`config.mk`:
```
export PLATFORM = sky130hd
export DESIGN_NAME = zip_data_descriptor_crc32
export DESIGN_NICKNAME = d
export VERILOG_FILES = /design/src/zdd_pkg.sv /design/src/zdd_emitter.sv /design/src/zip_data_descriptor_crc32.sv
export VERILOG_INCLUDE_DIRS = /design/src /design/src/src
export SDC_FILE = /design/constraint.sdc
export NUM_CORES = 1
export LEC_CHECK = 0
export BUFFER_PORTS_ARGS = -buffer_cell sky130_fd_sc_hd__buf_2
export CAP_MARGIN = 30
export CORE_MARGIN = 1
export CORE_UTILIZATION = 50
export CTS_BUF_LIST = sky130_fd_sc_hd__clkbuf_8
export CTS_CLUSTER_SIZE = 25
export DETAILED_ROUTE_END_ITERATION = 7
export GPL_TIMING_DRIVEN = 0
export PLACE_DENSITY = 0.66
export SETUP_SLACK_MARGIN = 0.02
export SYNTH_ARGS = -nofsm -noshare
export SYNTH_HDL_FRONTEND = slang
export SYNTH_SLANG_ARGS = --single-unit
```
`constraint.sdc`:
```
create_clock -name clock -period 11.15 [get_ports clock]
set_clock_uncertainty 0.15 [all_clocks]
set_input_delay 2.23 -clock clock [delete_from_list [all_inputs] [get_ports clock]]
set_output_delay 2.23 -clock clock [all_outputs]
set_load 0.02 [all_outputs]
```
`src/assert_macros.svh`:
```
// Assertion macros used by the descriptor block's output sequencer.
`ifndef ASSERT_MACROS_SVH
`define ASSERT_MACROS_SVH

// Same-cycle implication, disabled while reset is high.
`define ZDD_ASSERT_IMP(name, clk, rst, ante, cons) \
   name: assert property (@(posedge clk) disable iff (rst) (ante) |-> (cons)) \
      else $error("zdd assertion failed");

// Next-cycle implication, disabled while reset is high.
`define ZDD_ASSERT_NXT(name, clk, rst, ante, cons) \
   name: assert property (@(posedge clk) disable iff (rst) (ante) |=> (cons)) \
      else $error("zdd assertion failed");

`endif

```
`src/zdd_pkg.sv`:
```
// Types, constants and the CRC-32 byte update for the data descriptor block.
`default_nettype none

package zdd_pkg;

   localparam logic [31:0] DescMarker   = 32'h08074b50;
   localparam logic [31:0] CrcInit      = 32'hffffffff;
   localparam logic [31:0] CrcPoly      = 32'hedb88320;
   localparam int          DescBytes    = 16;
   localparam int          DescIdxWidth = $clog2(DescBytes);
   localparam logic [DescIdxWidth-1:0] DescLastIdx = DescIdxWidth'(DescBytes - 1);

   // Word codes within the descriptor (upper bits of the byte index)
   localparam logic [1:0] WordMarker = 2'd0;
   localparam logic [1:0] WordCrc    = 2'd1;
   localparam logic [1:0] WordCsize  = 2'd2;
   localparam logic [1:0] WordUsize  = 2'd3;

   typedef struct packed {
      logic [7:0] data_byte;
      logic       has_byte;
      logic       end_of_member;
   } zdd_req_type;

   typedef struct packed {
      logic [7:0] out_byte;
      logic       is_descriptor;
      logic       descriptor_last;
   } zdd_rsp_type;

   // One accepted request handed to the output sequencer
   typedef struct packed {
      logic        valid;
      logic        has_byte;
      logic        end_of_member;
      logic [7:0]  data;
      logic [31:0] crc;
      logic [31:0] size;
   } zdd_load_type;

   // Reflected CRC-32 register advanced by one byte, LSB first
   function automatic logic [31:0] crc_byte(input logic [31:0] crc, input logic [7:0] data);
      logic [31:0] c;
      c = crc ^ {24'd0, data};
      for (int b = 0; b < 8; b++) begin
         c = c[0] ? ((c >> 1) ^ CrcPoly) : (c >> 1);
      end
      return c;
   endfunction

endpackage

`default_nettype wire

```
`src/zdd_emitter.sv`:
```
// Output sequencer: pass-through byte then the 16 descriptor bytes of one request.
`default_nettype none

`include "assert_macros.svh"

module zdd_emitter (
   input  logic                clock,
   input  logic                reset,
   input  zdd_pkg::zdd_load_type load,
   output logic                load_ready,
   output logic                rsp_valid,
   input  logic                rsp_stall,
   output zdd_pkg::zdd_rsp_type rsp_payload
);
   import zdd_pkg::*;

   logic                    byte_pend_ff, byte_pend_in;
   logic                    desc_pend_ff, desc_pend_in;
   logic [DescIdxWidth-1:0] idx_ff, idx_in;
   logic [7:0]              data_ff, data_in;
   logic [31:0]             crc_ff, crc_in;
   logic [31:0]             size_ff, size_in;

   logic                    busy;
   logic                    take;
   logic                    last_step;
   logic                    pass_out;
   logic [31:0]             word;

   // Handshake on the result side
   assign busy      = byte_pend_ff | desc_pend_ff;
   assign take      = busy && !rsp_stall;
   assign last_step = byte_pend_ff ? !desc_pend_ff : (idx_ff == DescLastIdx);
   assign load_ready = !busy || (take && last_step);
   assign rsp_valid = busy;
   assign pass_out  = rsp_valid && !rsp_payload.is_descriptor;

   // Select the descriptor word for the current byte index
   always_comb begin
      unique case (idx_ff[DescIdxWidth-1 -: 2])
         WordMarker: word = DescMarker;
         WordCrc:    word = crc_ff;
         WordCsize:  word = size_ff;
         WordUsize:  word = size_ff;
         default:    word = DescMarker;
      endcase
   end

   // Drive the result: pending data byte first, then descriptor bytes
   always_comb begin
      if (byte_pend_ff) begin
         rsp_payload.out_byte        = data_ff;
         rsp_payload.is_descriptor   = 1'b0;
         rsp_payload.descriptor_last = 1'b0;
      end else begin
         rsp_payload.out_byte        = word[{idx_ff[1:0], 3'b000} +: 8];
         rsp_payload.is_descriptor   = 1'b1;
         rsp_payload.descriptor_last = (idx_ff == DescLastIdx);
      end
   end

   // Advance on each taken result, reload on a new request
   always_comb begin
      byte_pend_in = byte_pend_ff;
      desc_pend_in = desc_pend_ff;
      idx_in       = idx_ff;
      data_in      = data_ff;
      crc_in       = crc_ff;
      size_in      = size_ff;
      if (take) begin
         if (byte_pend_ff) begin
            byte_pend_in = 1'b0;
         end else begin
            idx_in = idx_ff + 1'b1;
            if (idx_ff == DescLastIdx) begin
               desc_pend_in = 1'b0;
            end
         end
      end
      if (load.valid) begin
         byte_pend_in = load.has_byte;
         desc_pend_in = load.end_of_member;
         idx_in       = '0;
         data_in      = load.data;
         crc_in       = load.crc;
         size_in      = load.size;
      end
   end

   // Control registers
   always_ff @(posedge clock) begin
      if (reset) begin
         byte_pend_ff <= 1'b0;
         desc_pend_ff <= 1'b0;
         idx_ff       <= '0;
      end else begin
         byte_pend_ff <= byte_pend_in;
         desc_pend_ff <= desc_pend_in;
         idx_ff       <= idx_in;
      end
   end

   // Payload registers
   always_ff @(posedge clock) begin
      data_ff <= data_in;
      crc_ff  <= crc_in;
      size_ff <= size_in;
   end

   `ZDD_ASSERT_IMP(a_load_when_ready, clock, reset, load.valid, load_ready)
   `ZDD_ASSERT_NXT(a_byte_first, clock, reset, load.valid && load.has_byte, pass_out)
   `ZDD_ASSERT_NXT(a_last_wraps, clock, reset, take && rsp_payload.descriptor_last, idx_ff == '0)
   `ZDD_ASSERT_IMP(a_pass_at_start, clock, reset, pass_out, idx_ff == '0)

endmodule

`default_nettype wire

```
`src/zip_data_descriptor_crc32.sv`:
```
// Stored-member pass-through with CRC-32 and size data descriptor.
//
// Request channel: req_valid, req_stall, req_payload {data_byte, has_byte,
// end_of_member}. Result channel: rsp_valid, rsp_stall, rsp_payload
// {out_byte, is_descriptor, descriptor_last}.
// A request with has_byte gives its data byte on the result channel in the
// cycle after it is accepted. A request with end_of_member then gives the
// 16 descriptor bytes (marker, CRC-32, compressed size, uncompressed size,
// each little-endian), one per cycle while the receiver does not stall; the
// running CRC and count restart. Throughput: one data-only request per cycle
// while the receiver does not stall. A request closing a member occupies
// the output sequencer until its data byte, if any, and 16 descriptor bytes
// are taken; the request side stalls until its final result is being taken.
// A request with neither flag gives nothing and changes nothing. When the
// receiver stalls, the current result holds and the request side stalls once
// the sequencer holds unfinished work. Synchronous reset sets the CRC to all
// ones, the count to zero and drops any result not yet delivered.
`default_nettype none

module zip_data_descriptor_crc32 (
   input  logic                 clock,
   input  logic                 reset,
   input  logic                 req_valid,
   output logic                 req_stall,
   input  zdd_pkg::zdd_req_type req_payload,
   output logic                 rsp_valid,
   input  logic                 rsp_stall,
   output zdd_pkg::zdd_rsp_type rsp_payload
);
   import zdd_pkg::*;

   logic [31:0]  crc_ff, crc_in;
   logic [31:0]  count_ff, count_in;
   logic         req_take;
   logic         load_ready;
   logic [31:0]  crc_upd;
   logic [31:0]  count_upd;
   zdd_load_type load;

   assign req_stall = !load_ready;
   assign req_take  = req_valid && !req_stall;

   // Fold the byte into the running CRC and count
   assign crc_upd   = req_payload.has_byte ? crc_byte(crc_ff, req_payload.data_byte) : crc_ff;
   assign count_upd = req_payload.has_byte ? count_ff + 32'd1 : count_ff;

   // Hand the request to the sequencer with its descriptor values
   always_comb begin
      load.valid         = req_take && (req_payload.has_byte || req_payload.end_of_member);
      load.has_byte      = req_payload.has_byte;
      load.end_of_member = req_payload.end_of_member;
      load.data          = req_payload.data_byte;
      load.crc           = ~crc_upd;
      load.size          = count_upd;
   end

   // Restart at the end of a member, otherwise keep the running values
   always_comb begin
      crc_in   = crc_ff;
      count_in = count_ff;
      if (req_take) begin
         if (req_payload.end_of_member) begin
            crc_in   = CrcInit;
            count_in = '0;
         end else begin
            crc_in   = crc_upd;
            count_in = count_upd;
         end
      end
   end

   always_ff @(posedge clock) begin
      if (reset) begin
         crc_ff   <= CrcInit;
         count_ff <= '0;
      end else begin
         crc_ff   <= crc_in;
         count_ff <= count_in;
      end
   end

   zdd_emitter u_emitter (
      .clock       (clock),
      .reset       (reset),
      .load        (load),
      .load_ready  (load_ready),
      .rsp_valid   (rsp_valid),
      .rsp_stall   (rsp_stall),
      .rsp_payload (rsp_payload)
   );

endmodule

`default_nettype wire

```
* Word level (Yosys, flattened, before mapping)
Index checks and enable logic that the tools add are counted.
** Storage, ports and cells
- Register bits after elaboration :: 142
- Bits of input ports :: 14
- Output and inout bits :: 12
** Cells by class
- Add/subtract/negate cells :: 2
- Equal/unequal tests :: 5
- Shift-type cells :: 1
- Mux-type cells :: 21
- Bitwise gates (word level) :: 12
- Reductions and logical operators :: 17
** Operators with widths (count)
- 32-bit two-way mux :: 12
- 13-bit inverter with 14-bit output :: 8
- 32-bit one-hot mux with 3 select lines :: 1
- 32-bit by 1-bit adder with 32-bit output, second input constant :: 1
- 32-bit inverter :: 1
- 32-bit by 6-bit indexed part select with 8-bit output :: 1
- 32-bit by 8-bit XOR with 32-bit output :: 1
- 10-bit two-way mux :: 1
- 1-bit two-way mux :: 7
- 4-bit by 1-bit adder with 4-bit output, second input constant :: 1
- 2-bit == test, second input constant :: 2
- 4-bit == test, second input constant :: 1
- 1-bit logical AND :: 4
- 1-bit zero test :: 4
- 2-bit nonzero test :: 2
- 2-bit OR reduction :: 2
- 3-bit AND reduction :: 1
- 2-bit by 1-bit == test with 1-bit output, second input constant :: 1
- 2-bit zero test :: 1
- 1-bit logical OR :: 2
- 2-bit != test, second input constant :: 1
- 2-bit AND reduction :: 1
- 1-bit inverter :: 1
- 1-bit OR :: 1

* Longest topological paths before layout
- Word-level depth :: 19
- Gate-level depth with buffers :: 8
- Depth with buffers taken out :: 6

* By module
Synthesis repeated with hierarchy kept, for this count alone.
** Second synthesis, totals
- Cell total of the unflattened synthesis :: 660
- Area, all modules :: 7262.0 µm²
** By module, submodules not included
- zip_data_descriptor_crc32 :: instances 1, cells each 467, area an instance 4180.3 µm²
- zdd_emitter :: instances 1, cells each 193, area an instance 3081.7 µm²

* Worst setup path before layout
OpenSTA, ideal clock, no wires.
- Path type :: input -> register
- Start :: input rsp_stall
- End :: register crc_ff[19]
- Library setup time :: 0.059 ns
- Data arrival time :: 7.063 ns
- Data required time :: 10.941 ns
- Slack :: 3.877 ns
- Stages on the path :: 6
- Path buffers :: 1
- Cell sequence :: and4b_1 -> o211ai_1 -> a21oi_1 -> or2_0 -> clkbuf_1 -> o32a_1
** On the way
- Longest elaborated chain between the ends :: 5
** Ends and longest elaborated chain
- from (decl) :: line zip_data_descriptor_crc32.sv:27 : input logic rsp_stall,
- 1-bit zero test :: line zdd_emitter.sv:32 : assign take = busy && !rsp_stall;
- 1-bit logical AND :: line zdd_emitter.sv:32
- 1-bit logical AND :: line zdd_emitter.sv:34 : assign load_ready = !busy || (take && last_step);
- 1-bit logical OR :: line zdd_emitter.sv:34
- 1-bit logical AND :: line zip_data_descriptor_crc32.sv:41 : assign req_take = req_valid && !req_stall;
- to (signal assigned) :: line zip_data_descriptor_crc32.sv:74 : crc_ff <= CrcInit;
- to (signal assigned) :: line zip_data_descriptor_crc32.sv:77 : crc_ff <= crc_in;
- to (decl) :: line zip_data_descriptor_crc32.sv:32 : logic [31:0] crc_ff, crc_in;
Every way passes these cells.
A chain may end at the register's enable or synchronous reset.

* Worst setup path after layout
- Start :: input rsp_stall
- End :: output req_stall
** On the way
- Longest elaborated chain between the ends :: 5
** Ends and longest elaborated chain
- 1-bit zero test :: line zdd_emitter.sv:32
- 1-bit logical AND :: line zdd_emitter.sv:32
- 1-bit logical AND :: line zdd_emitter.sv:34
- 1-bit logical OR :: line zdd_emitter.sv:34
- 1-bit zero test :: line zip_data_descriptor_crc32.sv:40 : assign req_stall = !load_ready;
- to (decl) :: line zip_data_descriptor_crc32.sv:24 : output logic req_stall,
Every way passes these cells.

==> metrics.yaml <==
status: "finished clean"
synthFlopType: "edfxtp_1"
clk_pin_slew_worst_paths_ns: 0.08
drtIter0Drc: 801
yosysWarnings: 0
synth_fa_ha_area_share_pct: 0.325
synth_top_family_by_area: "compound AO/OA/AOI/OAI gates"
crit_fanout: 6
finalSetupViolations: 0
cp.arrival_ns: 3.06
grt-ovfl-total: 0
async_reset_ff_share_pct: 0
io_buffers: 24
rows: 44
finalWirelength_um: 21700
die_height_um: 126
r2r_cells: 8
yosysTopAreaCellShare_pct: 28.1
yosys.area_share.simple_pct: 15.8
detail-route-antenna-nets: 0
cp-start-kind: "primary input"
fin_crit_sh_pct: 48.8
grt_pass1_wl_um: 33500
postCtsHoldBufs: 0
n_antenna_cell: 0
grt_setup_unrepaired: "false"
syn_to_final_growth_pct: 10.5
cts.repair.resized: 0
max_clock_freq_ghz: 0.184
clockBufferDepth: 2
required_ns: 8.77
p_clk_share_pct: 34.1
cts_made_buffers: 17
ys_seq_area_share_pct: 46.3
drive_gt1_share_pct: 10.8
yosysMostFrequentCell: "edfxtp_1"
avgSynthCellArea_um2: 10.3
start_util_pct: 52.1
pin_count: 26
switching_share_pct: 28.8
track_usage_pct: 28.5
end_kind: "primary output"
worstSkewPairLatency_ns: 0.45
grt_pass1_vias: 5685
drv_cap: 0
synth_area_leaders: "edfxtp_1 (28%), dfxtp_1 (18%), xnor2_1 (7.4%)"
p_int_uw: 900
power_density_mw_per_mm2: 149
ys_types: 61
wl_per_cell_um: 21.9
synth_mux_area_share_pct: 2.44
slew_violations: 0
p_leak_nw: 2.96
dp_hpwl_um: 16100
cts_root_buffer: "clkbuf_8"
period_minus_slack_ns: 5.44
post-cts-setup-buffers: 0
vias_per_cell: 6.19
yosys.area.top_type: "edfxtp_1"
finalHoldViolCount: 0
critPathMaxStageDelay_ns: 0.31
ys_ff_latch: 142
worstMarginPinSlew_ns: 0.911
slew_headroom_pct: 39.0
gp_congestion: 0.873
rr_endpoint: "crc_ff[29]"
startpoint: "rsp_stall"
antenna_found_initial: 1
cts-htree-levels: 4
crit_cells: 5
die_w_um: 126
synth_common_cells: "edfxtp_1 (72), dfxtp_1 (70), xnor2_1 (65), a21oi_1 (54), nor2_1 (50)"
timing.rr.start: "u_emitter.idx_ff[0]"
nets: 810
reg2reg_slack_ns: 8.04
dieArea_mm2: 0.0159
drc: 0
synth_nets: 765
cp_top_family: "simple AND/OR/NAND/NOR gates"
synth_edf_count: 72
hold_path_class: "reg -> reg"
dr.pass1.iters: 8
cp_slowest_cell: "and4b_1"
pwr-share-comb_pct: 18.5
syn_inst: 749
post_synth_instance_area_mm2: 0.00769
synth_xor_area_share_pct: 15.9
pre_cts_ws_ns: 5.72
fp.coreArea_mm2: 0.0148
peakVddDrop_mv: 0.0852
setup_tns_ns: 0
crit_end: "req_stall"
fin_ws_ns: 5.71
path_cells: "buf_2, and4b_1, nor2_1, o22a_1, buf_2"
cts_tree: "done"
grt_max_degree: 32
synth-compound-area-share_pct: 16.0
p_switching_uw: 364
via_count: 6131
power_frac_seq_pct: 47.4
postLayoutCoreUtil_pct: 57.6
critPathBufInv: 2
clock-sinks: 142
path_class: "in -> out"
crit_top_cell: "buf_2"
## flip-flops by register name, indices dropped and copies added (netlist names)
name	count
u_emitter.idx_ff	4
count_ff	32
u_emitter.size_ff	32
u_emitter.data_ff	8
crc_ff	32
u_emitter.desc_pend_ff	1
u_emitter.byte_pend_ff	1
u_emitter.crc_ff	32
## layer usage
metal	GRT usage [%]	wire length, um	vias to the layer above
met1	41.7	9780	2969
li1	-	-	2853
met3	4.93	1770	26
met2	43.2	9790	283
met4	8.43	371	0
met5	0	0	-
## cell usage in the layout, fill, tap and decap left out, types with 14 or more instances in the layout
| master | synthesis | routed |
|---|---|---|
| clkbuf_1 | 40 | 40 |
| xor2_1 | 14 | 14 |
| nor2_1 | 50 | 50 |
| nand3_1 | 27 | 27 |
| or3_1 | 15 | 15 |
| nor3_1 | 18 | 18 |
| nand2_1 | 45 | 45 |
| o21ai_0 | 22 | 22 |
| edfxtp_1 | 72 | 72 |
| xnor2_1 | 65 | 65 |
| a31oi_1 | 15 | 15 |
| inv_1 | 14 | 16 |
| o22ai_1 | 19 | 19 |
| a22oi_1 | 20 | 20 |
| buf_2 | 4 | 28 |
| clkbuf_8 | 0 | 17 |
| a21oi_1 | 54 | 53 |
| dfxtp_1 | 70 | 70 |
## cell type report
type / count / area, um2
plain buffers: 49 / 189
clock buffers: 17 / 234
clock inverters: 15 / 173
fillers: 1297 / 6260
inverters: 15 / 56.3
multi-input cells: 543 / 3890
flip-flops and latches: 142 / 3560
well taps: 184 / 230
repair buffers: 26 / 160
## power groups by stage
stage	clock network (mW)	logic, mW	registers, mW
final	0.431	0.234	0.599
after global routing	0.457	0.251	0.600
after CTS	0.433	0.231	0.599
after detailed placement	0	0.230	0.611
after global placement	0	0.224	0.614
after floorplan	0	0.170	0.604
## how the worst min path moves through the flow
stage | startpoint | to | slack [ns] | cells after the start
global route | crc_ff[25] | crc_ff[25] | 0.40 | 2
global placement | crc_ff[25] | crc_ff[25] | 0.35 | 2
finish | count_ff[31] | count_ff[31] | 0.38 | 2
CTS | count_ff[7] | count_ff[7] | 0.38 | 2
detailed placement | crc_ff[25] | crc_ff[25] | 0.35 | 2
floorplan | crc_ff[24] | crc_ff[24] | 0.31 | 2
## cell families (layout without fill, tap and decap cells)
kind of cell / count (synthesis) / in the layout
buffers and inverters: 64 / 122
muxes: 16 / 16
DFF: 142 / 142
xor gates and xnor gates: 102 / 102
AOI/OAI and AO/OA: 189 / 189
and+or+nand+nor: 234 / 234
adders and majority gates: 2 / 2
## metrics by stage
step / area (um2) / power [mW] / hold WS [ns] / cells
floorplan: 7690 / 0.774 / 0.312 / 749
global placement: 8040 / 0.838 / 0.346 / 957
global route: 8500 / 1.31 / 0.402 / 991
finish: 8500 / 1.26 / 0.376 / 991
CTS: 8500 / 1.26 / 0.379 / 991
detailed placement: 8090 / 0.840 / 0.352 / 959
## worst register-to-register path: stages (launching register included)
cell and delay (ns):
dfxtp_1 0.45, ha_1 0.23, and4b_1 0.26, o211ai_1 0.35, a21oi_4 0.66, buf_12 0.29, or2_0 0.14, clkbuf_1 0.30
o32a_1 0.23
Power figures use the tool's default switching activity.
